<file path="src/hdl/crpt_pkg.sv">
package crpt_pkg;

  localparam int MaxPlanes = 16;
  localparam int IdxW = $clog2(MaxPlanes);
  localparam int CntW = $clog2(MaxPlanes + 1);
  localparam logic [30:0] ThreshReset = 31'd1073634450;

  typedef struct packed {
    logic               func;
    logic signed [15:0] norm_x;
    logic signed [15:0] norm_y;
    logic signed [15:0] norm_z;
    logic signed [31:0] pos_x;
    logic signed [31:0] pos_y;
    logic signed [31:0] pos_z;
  } in_item_t;

  typedef struct packed {
    logic       inside_res;
    logic       merged;
    logic       table_full;
    logic       bad_normal;
    logic [4:0] plane_count;
  } out_item_t;

  typedef enum logic [1:0] {
    DP_LEN  = 2'd0,
    DP_NORM = 2'd1,
    DP_PDOT = 2'd2,
    DP_NDOT = 2'd3
  } dp_op_t;

  // controller to datapath
  typedef struct packed {
    logic       load;
    logic       start;
    dp_op_t     op;
    logic [1:0] comp;
    logic [IdxW-1:0] idx;
    logic       write_plane;
    logic       write_offset;
  } dp_cmd_t;

  // datapath to controller
  typedef struct packed {
    logic done;
    logic zero_len;
    logic gt_offset;
    logic parallel;
    logic newd_gt;
  } dp_sts_t;

endpackage

</file>
<file path="src/hdl/crpt_ctrl.sv">
module crpt_ctrl (
  input  logic                clk,
  input  logic                rst_n,
  input  logic                in_valid,
  output logic                in_stall,
  input  logic                in_func,
  output logic                out_valid,
  input  logic                out_stall,
  output crpt_pkg::out_item_t out_data,
  output crpt_pkg::dp_cmd_t   cmd,
  input  crpt_pkg::dp_sts_t   sts
);
  import crpt_pkg::*;

  typedef enum logic [8:0] {
    S_IDLE  = 9'b000000001,
    S_LEN   = 9'b000000010,
    S_NORM  = 9'b000000100,
    S_NEWD  = 9'b000001000,
    S_NDOT  = 9'b000010000,
    S_MDOT  = 9'b000100000,
    S_TDOT  = 9'b001000000,
    S_WRITE = 9'b010000000,
    S_DONE  = 9'b100000000
  } state_t;

  state_t          state_r, state_nxt;
  logic            started_r, started_nxt;
  logic [1:0]      comp_r, comp_nxt;
  logic [IdxW-1:0] idx_r, idx_nxt;
  logic [CntW-1:0] count_r, count_nxt;
  logic            ovalid_r, ovalid_nxt;
  out_item_t       res_r, res_nxt;
  logic            last;

  assign last      = (32'(idx_r) + 32'd1 >= 32'(count_r));
  assign in_stall  = (state_r != S_IDLE) || (ovalid_r && out_stall);
  assign out_valid = ovalid_r;
  assign out_data  = res_r;

  always_comb begin
    state_nxt   = state_r;
    started_nxt = started_r;
    comp_nxt    = comp_r;
    idx_nxt     = idx_r;
    count_nxt   = count_r;
    ovalid_nxt  = ovalid_r && out_stall;
    res_nxt     = res_r;
    cmd         = '0;
    cmd.idx     = idx_r;
    cmd.comp    = comp_r;
    case (state_r)
      S_IDLE: begin
        if (in_valid && !in_stall) begin
          cmd.load    = 1'b1;
          started_nxt = 1'b0;
          idx_nxt     = '0;
          comp_nxt    = 2'd0;
          res_nxt     = '0;
          if (in_func) state_nxt = (count_r == '0) ? S_DONE : S_TDOT;
          else state_nxt = S_LEN;
          if (in_func) res_nxt.inside_res = 1'b1;
        end
      end
      S_LEN: begin
        cmd.op = DP_LEN;
        if (!started_r) begin
          cmd.start = 1'b1; started_nxt = 1'b1;
        end else if (sts.done) begin
          started_nxt = 1'b0;
          if (sts.zero_len) begin
            res_nxt.bad_normal = 1'b1; state_nxt = S_DONE;
          end else state_nxt = S_NORM;
        end
      end
      S_NORM: begin
        cmd.op = DP_NORM;
        if (!started_r) begin
          cmd.start = 1'b1; started_nxt = 1'b1;
        end else if (sts.done) begin
          started_nxt = 1'b0;
          comp_nxt = comp_r + 2'd1;
          if (comp_r == 2'd2) state_nxt = S_NEWD;
        end
      end
      S_NEWD: begin
        cmd.op = DP_NORM;
        cmd.comp = 2'd3;
        if (!started_r) begin
          cmd.start = 1'b1; started_nxt = 1'b1;
        end else if (sts.done) begin
          cmd.op = DP_PDOT;
          started_nxt = 1'b0;
          state_nxt = (count_r == '0) ? S_WRITE : S_NDOT;
        end
      end
      S_NDOT: begin
        cmd.op = DP_NDOT;
        if (!started_r) begin
          cmd.start = 1'b1; started_nxt = 1'b1;
        end else if (sts.done) begin
          started_nxt = 1'b0;
          if (sts.parallel) begin
            res_nxt.merged = 1'b1;
            state_nxt = sts.newd_gt ? S_MDOT : S_DONE;
          end else if (last) state_nxt = S_WRITE;
          else idx_nxt = idx_r + 1'b1;
        end
      end
      S_MDOT: begin
        cmd.op = DP_PDOT;
        if (!started_r) begin
          cmd.start = 1'b1; started_nxt = 1'b1;
        end else if (sts.done) begin
          cmd.write_offset = 1'b1;
          state_nxt = S_DONE;
        end
      end
      S_TDOT: begin
        cmd.op = DP_PDOT;
        if (!started_r) begin
          cmd.start = 1'b1; started_nxt = 1'b1;
        end else if (sts.done) begin
          started_nxt = 1'b0;
          if (sts.gt_offset) begin
            res_nxt.inside_res = 1'b0; state_nxt = S_DONE;
          end else if (last) state_nxt = S_DONE;
          else idx_nxt = idx_r + 1'b1;
        end
      end
      S_WRITE: begin
        if (32'(count_r) >= MaxPlanes) res_nxt.table_full = 1'b1;
        else begin
          cmd.idx = count_r[IdxW-1:0];
          cmd.write_plane = 1'b1;
          count_nxt = count_r + 1'b1;
        end
        state_nxt = S_DONE;
      end
      S_DONE: begin
        if (!(ovalid_r && out_stall)) begin
          ovalid_nxt = 1'b1;
          res_nxt.plane_count = 5'(count_r);
          state_nxt = S_IDLE;
        end
      end
      default: state_nxt = S_IDLE;
    endcase
  end

  always_ff @(posedge clk) begin
    if (!rst_n) begin
      state_r  <= S_IDLE;
      count_r  <= '0;
      ovalid_r <= 1'b0;
      started_r <= 1'b0;
    end else begin
      state_r  <= state_nxt;
      count_r  <= count_nxt;
      ovalid_r <= ovalid_nxt;
      started_r <= started_nxt;
    end
    comp_r <= comp_nxt;
    idx_r  <= idx_nxt;
    res_r  <= res_nxt;
  end

endmodule

</file>
<file path="config.mk">
export PLATFORM = sky130hd
export DESIGN_NAME = crpt_ctrl
export DESIGN_NICKNAME = d
export VERILOG_FILES = /design/src/hdl/crpt_pkg.sv /design/src/hdl/crpt_ctrl.sv
export SDC_FILE = /design/constraint.sdc
export NUM_CORES = 1
export LEC_CHECK = 0
export ABC_CLOCK_PERIOD_IN_PS = 5200
export BUFFER_PORTS_ARGS = -buffer_cell sky130_fd_sc_hd__buf_2
export CAP_MARGIN = 10
export CORE_ASPECT_RATIO = 0.6
export CORE_MARGIN = 3
export CORE_UTILIZATION = 50
export DETAILED_ROUTE_END_ITERATION = 10
export MAX_ROUTING_LAYER = met4
export PLACE_DENSITY = 0.72
export SYNTH_ARGS = -nofsm -noshare
export SYNTH_HDL_FRONTEND = slang
export SYNTH_SLANG_ARGS = --single-unit
</file>
<file path="constraint.sdc">
create_clock -name clk -period 5.2 [get_ports clk]
set_input_delay 1.3 -clock clk [delete_from_list [all_inputs] [get_ports clk]]
set_output_delay 1.3 -clock clk [all_outputs]
set_load 0.02 [all_outputs]
</file>
# Word level (Yosys, flattened, before mapping)
# Cells that the tools add are included.
[op_classes]
n_reduce_logical = 25
addsub = 4
bitwise_logic = 1
muxes = 73
eq_ne = 34
magnitude_cmp = 2
[op_table]
columns = ["cell", "count"]
rows = [
  ["$mux W9", 24],
  ["$pmux W9 S9", 1],
  ["$ne A2 B2 Y1 const B", 21],
  ["$mux W4", 8],
  ["$mux W1", 21],
  ["$reduce_and A17 Y1", 1],
  ["$mux W5", 3],
  ["$pmux W3 S5", 1],
  ["$reduce_and A5 Y1", 3],
  ["$mux W2", 6],
  ["$pmux W4 S3", 1],
  ["$reduce_bool A2 Y1", 6],
  ["$pmux W5 S2", 1],
  ["$eq A9 B1 Y1 const B", 1],
  ["$eq A9 B2 Y1 const B", 1],
  ["$eq A9 B3 Y1 const B", 1],
  ["$eq A9 B4 Y1 const B", 1],
  ["$eq A9 B5 Y1 const B", 1],
  ["$eq A9 B6 Y1 const B", 1],
  ["$eq A9 B7 Y1 const B", 1],
  ["$eq A9 B8 Y1 const B", 1],
  ["$eq A9 B9 Y1 const B", 1],
  ["$ne A9 B1 Y1 const B", 1],
  ["$mux W8", 1],
  ["other kinds (23)", 31],
]
[word_totals]
input_bits = 10
regBits = 31
elab_cells = 150

# Logic depth before layout (Yosys ltp)
# Gate-level depths: netlist (run 1).
[depth]
ltp_word = 7
depth_mapped = 9
mapped_depth_nobuf = 9

# Worst setup path before layout (run 1)
# No wires, ideal clock.
[synth_timing]
kind = "input-to-output"
from = "input sts[4] (netlist name)"
to = "output cmd[0] (netlist name)"
arrival_ns = 2.112
setup_slack_ns = 1.788
t_required_ns = 3.900
path_buffers = 0
stages = 2
cell_sequence = "nand2_1 > nor4_1"
[synth_rtl]
columns = ["item", "line", "text"]
rows = [
  ["from (decl)", "crpt_ctrl.sv:11", "input crpt_pkg::dp_sts_t sts"],
  ["to (decl)", "crpt_ctrl.sv:10", "output crpt_pkg::dp_cmd_t cmd,"],
]

==> metrics.json, run 1 <==
{
  "critical_path_peak_fanout": 11,
  "whs_endpoint": "count_r[4]",
  "worstPathRequired_ns": 3.90,
  "post-route-min-period_ns": 3.57,
  "postSynth.asyncResetShare": 0,
  "hold_path.startpoint": "count_r[3]",
  "clkPwrFrac": 0.221,
  "worst_skew_pair.late_latency_ns": 0.28,
  "report.final.slew_viol_count": 0,
  "synth_edf_count": 15,
  "max-vdd-ir-drop_mv": 0.163,
  "floorplan.core_area_mm2": 0.00385,
  "switching_share": 0.392,
  "drc": 0,
  "crit_slowest_cell": "sky130_fd_sc_hd__nor3_4",
  "multiInputGateArea_mm2": 0.00122,
  "start_kind": "flop",
  "die_area_mm2": 0.00503,
  "rr_worst_depth": 9,
  "pwr_density_cell_mw_per_mm2": 350,
  "post_synth.cell_area_avg_um2": 9.23,
  "grt_setup_unrepaired": "false",
  "yosys.area_share.xor_xnor": 0.0418,
  "critical_path.reg2reg.startpoint": "idx_r[0]",
  "synth.cell_area_mm2": 0.00210,
  "drtIter0Drc": 228,
  "synth-seq-area-share": 0.368,
  "number_of_flip_flops_and_latches_in_the_synthesized_netlist": 31,
  "maxCapViolations": 0,
  "dieWidth_um": 89.6,
  "fmaxAchievable_mhz": 280,
  "timing.critical_path.cells": "nor2_1 > nand3_2 > nor3_4 > mux2_2 > buf_2",
  "dpl_cell_area_mm2": 0.00227,
  "num_vias": 1868,
  "combPwrFrac": 0.382,
  "synth.yosys.warnings": 0,
  "post-route-period-util": 0.686,
  "dr.pass1.iters": 5,
  "mostFrequentLayoutCells": "sky130_fd_sc_hd__buf_2 (32), sky130_fd_sc_hd__nor2_1 (24), sky130_fd_sc_hd__nand2_1 (20)",
  "fin_worst_skew_ns": 0.00617,
  "power.internal_mw": 0.501,
  "flow.area_growth_from_synthesis_pct": 12.2,
  "muxShareOfSynthArea": 0.0310,
  "synthesis.instances": 227,
  "post_cts_buffers": 0,
  "layout.cell_area.non_filler_mm2": 0.00235,
  "post_synth_and_or_nand_nor_area_fraction": 0.252,
  "power_mw": 0.824,
  "placement_rows": 17,
  "grt-ovfl-total": 0,
  "leakagePower_nw": 0.957,
  "share_of_the_synthesized_area_in_compound_gates_ao_oa_aoi_oai": 0.204,
  "timing.critical_path.slowest_cell_delay_ns": 0.48,
  "synth_ff_type": "sky130_fd_sc_hd__dfxtp_1",
  "io_count": 33,
  "ant_nets": 0,
  "post_route_cells_drive_above_1_share": 0.254,
  "num_clock_sinks": 31,
  "synth-adder-area-share": 0.0537,
  "status": "finished, final reports clean",
  "layout.cells.most_common": "sky130_fd_sc_hd__buf_2",
  "cts_buffer_depth": 2,
  "dieHeight_um": 56.2,
  "count_of_inserted_antenna_diode_cells": 0,
  "postCtsHoldBufs": 0,
  "seqPwrFrac": 0.397,
  "grt_start_max_net_pins": 13,
  "initial_cell_density_of_the_core": 0.544,
  "max_h_tree_level": 2,
  "seqCellArea_um2": 771,
  "hold_violations": 0,
  "num-fill-cells": 343,
  "final_stage_net_count": 278,
  "timing.rr.end": "state_r[8]",
  "max_slew.worst_pin.slew_ns": 0.697,
  "synth_cell_type_count": 61,
  "track_usage": 0.229,
  "reg2reg_setup_slack_ns": 2.63,
  "postCtsResizedCells": 0,
  "mappedNetlistNets": 246,
  "replace_congestion": 0.996,
  "whs_path_depth": 2,
  "antenna_found_initial": 0,
  "port-buffer-count": 32,
  "hpwlAfterDp_um": 4040,
  "vias_in_the_first_global_route": 1656,
  "cts_tree": "built",
  "min_path_type": "flop to flop",
  "route.detailed.wl_per_inst_um": 16.6,
  "grt_first_pass_wirelength_um": 8350,
  "setup.worst_path.class": "flop to output pin",
  "cts_buffers": 5,
  "critPathCaptureType": "output pin",
  "clk_pin_slew_worst_paths_ns": 0.07,
  "main_combinational_cell_family_by_area_after_synthesis": "simple AND/OR/NAND/NOR gates",
  "netSwitchingPower_mw": 0.323,
  "drt_wl_total_um": 5250,
  "max_slew_margin": 0.530,
  "via_per_inst": 5.89,
  "setup-tns-final_ns": 0,
  "setup_failing_eps_final": 0,
  "library_cell_used_as_clock_root_buffer": "sky130_fd_sc_hd__clkbuf_8",
  "finalHoldWorstSlack_ns": 0.530,
  "cp_data_arrival_time_ns": 2.27
}
worst max-delay path by stage:
stage / from / slack, ns / end
2_1_floorplan: sts[4] / 1.79 / cmd[0]
3_3_place_gp: sts[4] / 1.77 / cmd[0]
3_5_place_dp: sts[4] / 1.77 / cmd[0]
4_1_cts: state_r[1] / 1.68 / cmd[2]
5_1_grt: state_r[6] / 1.49 / cmd[11]
6_report: state_r[1] / 1.63 / cmd[2]
metrics by stage:
stage | setup WS, ns | instances | util
floorplan | 1.79 | 227 | -
global placement | 1.77 | 309 | 0.589
detailed placement | 1.77 | 309 | 0.589
CTS | 1.68 | 317 | 0.611
global route | 1.49 | 317 | 0.611
finish | 1.63 | 317 | 0.611
logic make-up after synthesis:
group,count (synthesis)
xor+xnor,10
flops,31
fa+ha+maj,9
buf+inv,19
simple gates,98
compound gates,54
mux,6
state kept, by name (all words and copies together), names as in the netlist:
signal     flops
comp_r         2
state_r        9
idx_r          4
started_r      1
out_valid      1
count_r        5
out_data       9
synthesized netlist by cell type (2+ instances only):
cell,n,area share
sky130_fd_sc_hd__nand2b_1,5,0.015
sky130_fd_sc_hd__inv_1,12,0.021
sky130_fd_sc_hd__edfxtp_1,15,0.21
sky130_fd_sc_hd__a211oi_2,2,0.012
sky130_fd_sc_hd__nor2_1,24,0.043
sky130_fd_sc_hd__and3_1,4,0.012
sky130_fd_sc_hd__dfxtp_1,16,0.15
sky130_fd_sc_hd__nor4_1,2,0.0060
sky130_fd_sc_hd__ha_1,9,0.054
sky130_fd_sc_hd__o21ai_1,2,0.0048
sky130_fd_sc_hd__and2_1,6,0.018
sky130_fd_sc_hd__or2_2,2,0.0060
sky130_fd_sc_hd__mux2i_1,2,0.0096
sky130_fd_sc_hd__nand3_1,8,0.019
sky130_fd_sc_hd__o21ai_0,13,0.031
sky130_fd_sc_hd__o22a_2,2,0.0096
sky130_fd_sc_hd__a21oi_1,14,0.033
sky130_fd_sc_hd__xnor2_1,6,0.025
sky130_fd_sc_hd__nand4_1,7,0.021
sky130_fd_sc_hd__nand2_1,20,0.036
sky130_fd_sc_hd__nor3_1,4,0.0096
sky130_fd_sc_hd__buf_4,2,0.0072
sky130_fd_sc_hd__buf_6,2,0.011
sky130_fd_sc_hd__xor2_1,4,0.017
sky130_fd_sc_hd__clkbuf_1,2,0.0036
sky130_fd_sc_hd__or3_1,4,0.012
sky130_fd_sc_hd__mux2_2,4,0.021
metal layers:
layer | wire [µm] | global-route usage
met5 | 0 | -
met3 | 709 | 0.0828
met2 | 1850 | 0.259
met1 | 2610 | 0.357
met4 | 86 | 0.0764
area by class of cell:
cell class / count / share of cell area
Tap cell: 57 / 0.0303
Multi-Input combinational cell: 177 / 0.519
Clock buffer: 5 / 0.0293
Timing Repair Buffer: 32 / 0.0681
Inverter: 12 / 0.0191
Clock inverter: 3 / 0.00638
Sequential cell: 31 / 0.328
critical path: cells and delay by family, from the launching register on:
family | cells | cell delay (ns)
and+or+nand+nor | 3 | 0.99
DFF | 1 | 0.43
buffers and inverters | 1 | 0.16
muxes | 1 | 0.39
power by group through the flow:
stage	sequential (mW)	clock (mW)	combinational [mW]
finish	0.327	0.182	0.315
global route	0.331	0.195	0.348
CTS	0.326	0.183	0.310
detailed placement	0.332	0	0.309
global placement	0.330	0	0.308
floorplan	0.341	0	0.217
Note: power is estimated with default switching activity, not from simulation.
==> run 2, diff against run 1 <==
Settings changed: ABC_CLOCK_PERIOD_IN_PS 5200 to 3500.
Clock period 5.2 ns to 3.5 ns, I/O delays scaled along.
==> run 2 against run 1 <==
Compared with the run above: clock power up 100%; via count fell by 1.3%; critical path type unchanged; first-iteration DRC count shrank 17%; largest cell class unchanged; non-clock buffer count increased by 2; utilization increased by 1.3 points; largest power group is now combinational cells.
==> metrics.json, run 2 (same netlist as run 1, synthesis figures left out) <==
{
  "post_cts_buffers": 0,
  "route.detailed.wl_per_inst_um": 16.8,
  "cts_buffers": 5,
  "port-buffer-count": 32,
  "leakagePower_nw": 0.980,
  "final-instance-count-excl-fill": 319,
  "timing.critical_path.cells": "nor2_1 > nand3_2 > nor3_4 > mux2_2 > buf_2",
  "flow.area_growth_from_synthesis_pct": 14.6,
  "num_vias": 1843,
  "postCtsHoldBufs": 0,
  "crit_slowest_cell": "sky130_fd_sc_hd__nor3_4",
  "hpwlAfterDp_um": 4210,
  "worstPathRequired_ns": 2.62,
  "mostFrequentLayoutCells": "sky130_fd_sc_hd__buf_2 (32), sky130_fd_sc_hd__nor2_1 (24), sky130_fd_sc_hd__nand2_1 (20)",
  "drt_wl_total_um": 5370,
  "num_clock_sinks": 31,
  "cts_tree": "built",
  "antenna_found_initial": 0,
  "multiInputGateArea_mm2": 0.00122,
  "track_usage": 0.233,
  "floorplan.core_area_mm2": 0.00385,
  "min_path_type": "flop to flop",
  "dieHeight_um": 56.2,
  "layout.cells.most_common": "sky130_fd_sc_hd__buf_2",
  "replace_congestion": 0.986,
  "dieWidth_um": 89.6,
  "grt_first_pass_wirelength_um": 8710,
  "setup.worst_path.class": "flop to output pin",
  "final_stage_net_count": 280,
  "placement_rows": 17,
  "library_cell_used_as_clock_root_buffer": "sky130_fd_sc_hd__clkbuf_8",
  "cts_buffer_depth": 2,
  "max_slew.worst_pin.slew_ns": 0.733,
  "post-route-min-period_ns": 3.08,
  "post_route_cells_drive_above_1_share": 0.260,
  "fin_worst_skew_ns": 0.00610,
  "max_h_tree_level": 2,
  "maxCapViolations": 0,
  "critPathCaptureType": "output pin",
  "drtIter0Drc": 189,
  "post-route-period-util": 0.879,
  "io_count": 33,
  "grt-ovfl-total": 0,
  "seqCellArea_um2": 771,
  "grt_start_max_net_pins": 13,
  "dr.pass1.iters": 5,
  "grt_setup_unrepaired": "false",
  "via_per_inst": 5.78,
  "start_kind": "flop",
  "status": "finished, final reports clean",
  "die_area_mm2": 0.00503,
  "vias_in_the_first_global_route": 1649,
  "hold_violations": 0,
  "drc": 0,
  "ant_nets": 0,
  "num-fill-cells": 338,
  "fmaxAchievable_mhz": 325,
  "report.final.slew_viol_count": 0,
  "critical_path_peak_fanout": 11,
  "initial_cell_density_of_the_core": 0.544,
  "postCtsResizedCells": 0,
  "clk_pin_slew_worst_paths_ns": 0.06,
  "dp.cells": 311,
  "count_of_inserted_antenna_diode_cells": 0,
  "worst_skew_pair.late_latency_ns": 0.29,
  "setup_failing_eps_final": 0,
  "max_slew_margin": 0.506,
  "timing.critical_path.slowest_cell_delay_ns": 0.46,
  "pwr_density_cell_mw_per_mm2": 560,
  "cp_data_arrival_time_ns": 2.20,
  "setup-tns-final_ns": 0,
  "max-vdd-ir-drop_mv": 0.319
}
-- run 2: through the flow --
step	hold WS (ns)	power (mW)	util	area, µm²	setup WS, ns
5_1_grt	0.577	1.42	0.624	2400	0.240
2_1_floorplan	0.482	0.829	-	2100	0.887
6_report	0.534	1.34	0.624	2400	0.422
3_5_place_dp	0.525	0.974	0.593	2280	0.727
3_3_place_gp	0.518	0.974	0.593	2280	0.770
4_1_cts	0.535	1.34	0.624	2400	0.428
-- run 2: final timing paths --
path / slack, ns / endpoint / depth (start not counted) / startpoint
max: 0.42 / cmd[5] / 5 / state_r[1]
max reg2reg: 0.88 / state_r[8] / 9 / idx_r[0]
min: 0.53 / count_r[4] / 2 / count_r[2]
min reg2reg: 0.53 / count_r[4] / 2 / count_r[2]
-- run 2: worst max-delay path: cells and delay by family, from the launching register on --
family,cells,cell delay [ns]
buffers and inverters,1,0.16
multiplexers,1,0.39
flip-flops,1,0.41
AND/OR/NAND/NOR,3,0.96
-- run 2: power by group --
| part | switching [mW] | total (mW) | internal (mW) |
|---|---|---|---|
| registers | 0.0467 | 0.486 | 0.439 |
| clock network | 0.138 | 0.368 | 0.230 |
| logic | 0.308 | 0.490 | 0.182 |
| total | 0.493 | 1.34 | 0.851 |
-- run 2: final cells by class --
class / count / area share
inverters: 12 / 0.0188
well taps: 57 / 0.0297
multi-input cells: 177 / 0.509
flip-flops and latches: 31 / 0.321
clock inverters: 2 / 0.0146
repair buffers: 34 / 0.0730
clock buffers: 6 / 0.0344
-- run 2: routing by layer --
| layer | share of wire | track usage | wire length, µm | vias up |
|---|---|---|---|---|
| met2 | 0.34 | 0.248 | 1840 | 102 |
| met4 | 0.011 | 0.0552 | 60 | 0 |
| met1 | 0.52 | 0.388 | 2800 | 838 |
| met5 | 0 | - | 0 | - |
| met3 | 0.13 | 0.0828 | 673 | 10 |
| li1 | - | - | - | 893 |
==> run 3, diff against run 2 <==
Settings changed: ABC_AREA set to 1, HOLD_SLACK_MARGIN set to 0.12.
==> run 3 against run 2 <==
Compared with the run above: clock power is 6.0% lower; final cell count is 19% higher; critical path depth is 1 higher; routed wire length is 4.9% lower; non-clock buffer count is 2 lower; sequential power is 29% higher; sequential share of layout area is 0.24 points higher; area after synthesis is 0.84% lower.
==> metrics.json, run 3 <==
{
  "status": "finished, final reports clean",
  "synth_ff_type": "sky130_fd_sc_hd__dfxtp_1",
  "grt_first_pass_wirelength_um": 8450,
  "cts_buffers": 5,
  "pre_cts_slack_ns": 0.896,
  "synth_edf_count": 15,
  "io_count": 33,
  "post_synth.cell_area_avg_um2": 7.04,
  "initial_cell_density_of_the_core": 0.543,
  "track_usage": 0.226,
  "post_cts_buffers": 0,
  "timing.critical_path.slowest_cell_delay_ns": 0.35,
  "ant_nets": 0,
  "start_kind": "flop",
  "hold_path.startpoint": "count_r[3]",
  "min_path_type": "flop to flop",
  "worstPathRequired_ns": 2.62,
  "critPathCaptureType": "output pin",
  "clk_pin_slew_worst_paths_ns": 0.07,
  "combPwrFrac": 0.597,
  "switching_share": 0.509,
  "path_buf_inv": 1,
  "synth_top_cell_area_share": 0.217,
  "hpwlAfterDp_um": 3980,
  "synthesis.instances": 295,
  "count_of_inserted_antenna_diode_cells": 0,
  "postCtsHoldBufs": 0,
  "setup_failing_eps_final": 0,
  "cp_data_arrival_time_ns": 2.08,
  "pwr_density_cell_mw_per_mm2": 1010,
  "reg2reg_setup_slack_ns": 0.96,
  "synth_most_common_cell": "sky130_fd_sc_hd__nand2_1",
  "layout_setup_ws_ns": 0.542,
  "port-buffer-count": 32,
  "setup.worst_path.class": "flop to output pin",
  "max_slew_margin": 0.544,
  "critical_path_peak_fanout": 16,
  "leakagePower_nw": 1.18,
  "report.final.slew_viol_count": 0,
  "antenna_found_initial": 0,
  "synth-seq-area-share": 0.371,
  "whs_endpoint": "count_r[4]",
  "seqPwrFrac": 0.260,
  "worst_skew_pair.late_latency_ns": 0.28,
  "grt_setup_unrepaired": "false",
  "postCtsResizedCells": 0,
  "mappedNetlistNets": 314,
  "synth.yosys.warnings": 0,
  "maxCapViolations": 0,
  "synth_largest_area_cell": "sky130_fd_sc_hd__edfxtp_1",
  "synth.cells.most_frequent": "sky130_fd_sc_hd__nand2_1 (62), sky130_fd_sc_hd__nor2_1 (49), sky130_fd_sc_hd__inv_1 (48)",
  "floorplan.core_area_mm2": 0.00383,
  "critical_path.reg2reg.startpoint": "idx_r[0]",
  "final_stage_net_count": 350,
  "mostFrequentLayoutCells": "sky130_fd_sc_hd__nand2_1 (62), sky130_fd_sc_hd__nor2_1 (49), sky130_fd_sc_hd__inv_1 (48)",
  "grt-ovfl-total": 0,
  "fmaxAchievable_mhz": 338,
  "critical-path-top-delay-family": "simple AND/OR/NAND/NOR gates",
  "netSwitchingPower_mw": 1.23,
  "flow.area_growth_from_synthesis_pct": 14.7,
  "grt_start_max_net_pins": 17,
  "post-route-period-util": 0.845,
  "library_cell_used_as_clock_root_buffer": "sky130_fd_sc_hd__clkbuf_8",
  "postSynth.asyncResetShare": 0,
  "dr.pass1.iters": 5,
  "dieHeight_um": 55.9,
  "crit_slowest_cell": "sky130_fd_sc_hd__nand2_1",
  "post-route-min-period_ns": 2.96,
  "rr_worst_depth": 11,
  "dieWidth_um": 89.2,
  "max_h_tree_level": 2,
  "fin_worst_skew_ns": 0.00797,
  "post_route_cells_drive_above_1_share": 0.187,
  "hold_violations": 0,
  "drc": 0,
  "num_clock_sinks": 31,
  "whs_path_depth": 2,
  "power.internal_mw": 1.18,
  "cts_buffer_depth": 2,
  "replace_congestion": 0.984,
  "clkPwrFrac": 0.143,
  "post_synth_main_area_contributors": "sky130_fd_sc_hd__edfxtp_1 (22%), sky130_fd_sc_hd__dfxtp_1 (15%), sky130_fd_sc_hd__nand2_1 (11%)",
  "max_slew.worst_pin.slew_ns": 0.678,
  "placement_rows": 17,
  "layout.cells.most_common": "sky130_fd_sc_hd__nand2_1",
  "timing.rr.end": "state_r[4]",
  "synth.cell_area_mm2": 0.00208,
  "finalHoldWorstSlack_ns": 0.467,
  "die_area_mm2": 0.00499,
  "num_vias": 1989,
  "setup-tns-final_ns": 0,
  "number_of_flip_flops_and_latches_in_the_synthesized_netlist": 31,
  "max-vdd-ir-drop_mv": 0.560,
  "via_per_inst": 5.25,
  "drtIter0Drc": 180,
  "route.detailed.wl_per_inst_um": 13.5,
  "cts_tree": "built",
  "timing.critical_path.cells": "nor2_2 > nand3_4 > nor2_1 > nand2_1 > o21ai_0 > buf_2",
  "synth_cell_type_count": 29,
  "vias_in_the_first_global_route": 1760,
  "drt_wl_total_um": 5110
}
-- run 3: cell type report --
cell class | instances | area (µm²)
Clock buffer | 5 | 68.8
Clock inverter | 3 | 38.8
Fill cell | 360 | 1450
Inverter | 50 | 188
Multi-Input combinational cell | 211 | 1100
Sequential cell | 31 | 771
Tap cell | 47 | 58.8
Timing Repair Buffer | 32 | 160
-- run 3: cells by family (layout without fill, tap and decap cells) --
family,after synthesis,in the layout,synth area share
adder cells (fa/ha/maj),9,9,0.0542
AND/OR/NAND/NOR,157,157,0.355
AO/OA/AOI/OAI,43,43,0.111
XOR/XNOR,2,2,0.00843
flip-flops,31,31,0.371
buffers and inverters,53,90,0.101
-- run 3: worst max path at each step --
stage               start  endpoint  depth (start not counted)
2_1_floorplan  state_r[1]    cmd[3]                          6
3_3_place_gp   state_r[1]    cmd[5]                          6
3_5_place_dp   state_r[1]    cmd[5]                          6
4_1_cts        state_r[1]    cmd[5]                          6
5_1_grt        state_r[0]    cmd[5]                          6
6_report       state_r[1]    cmd[5]                          6
-- run 3: power by group through the flow --
stage               Sequential, mW  Clock (mW)  Combinational (mW)
floorplan                    0.666           0                1.05
global placement             0.630           0                1.40
detailed placement           0.633           0                1.40
CTS                          0.626       0.349                1.41
global route                 0.640       0.370                1.62
finish                       0.627       0.346                1.44
-- run 3: metal layers --
layer,vias to the layer above,GRT usage,wire (µm),share of wire
met1,873,0.363,2570,0.50
met3,9,0.0799,635,0.12
li1,1010,-,-,-
met2,97,0.256,1850,0.36
met5,-,-,0,0
met4,0,0.0531,48,0.0094
-- run 3: worst register-to-register path, stage by stage (launching register included) --
cell                       delay (ns)
sky130_fd_sc_hd__edfxtp_1        0.46
sky130_fd_sc_hd__ha_1            0.27
sky130_fd_sc_hd__xor2_1          0.16
sky130_fd_sc_hd__ha_1            0.28
sky130_fd_sc_hd__and3_1          0.16
sky130_fd_sc_hd__a21oi_1         0.13
sky130_fd_sc_hd__nand2_1         0.16
sky130_fd_sc_hd__nand3_2         0.17
sky130_fd_sc_hd__nor2_4          0.27
sky130_fd_sc_hd__inv_1           0.13
sky130_fd_sc_hd__nor2_1          0.17
sky130_fd_sc_hd__nor2_1          0.07
-- run 3: stage by stage --
| stage | instances | power, mW | utilization | area (µm²) |
|---|---|---|---|---|
| after floorplan | 295 | 1.71 | - | 2080 |
| after global placement | 371 | 2.03 | 0.594 | 2280 |
| after detailed placement | 371 | 2.03 | 0.594 | 2280 |
| after CTS | 379 | 2.39 | 0.623 | 2380 |
| after global routing | 379 | 2.63 | 0.623 | 2380 |
| final | 379 | 2.41 | 0.623 | 2380 |
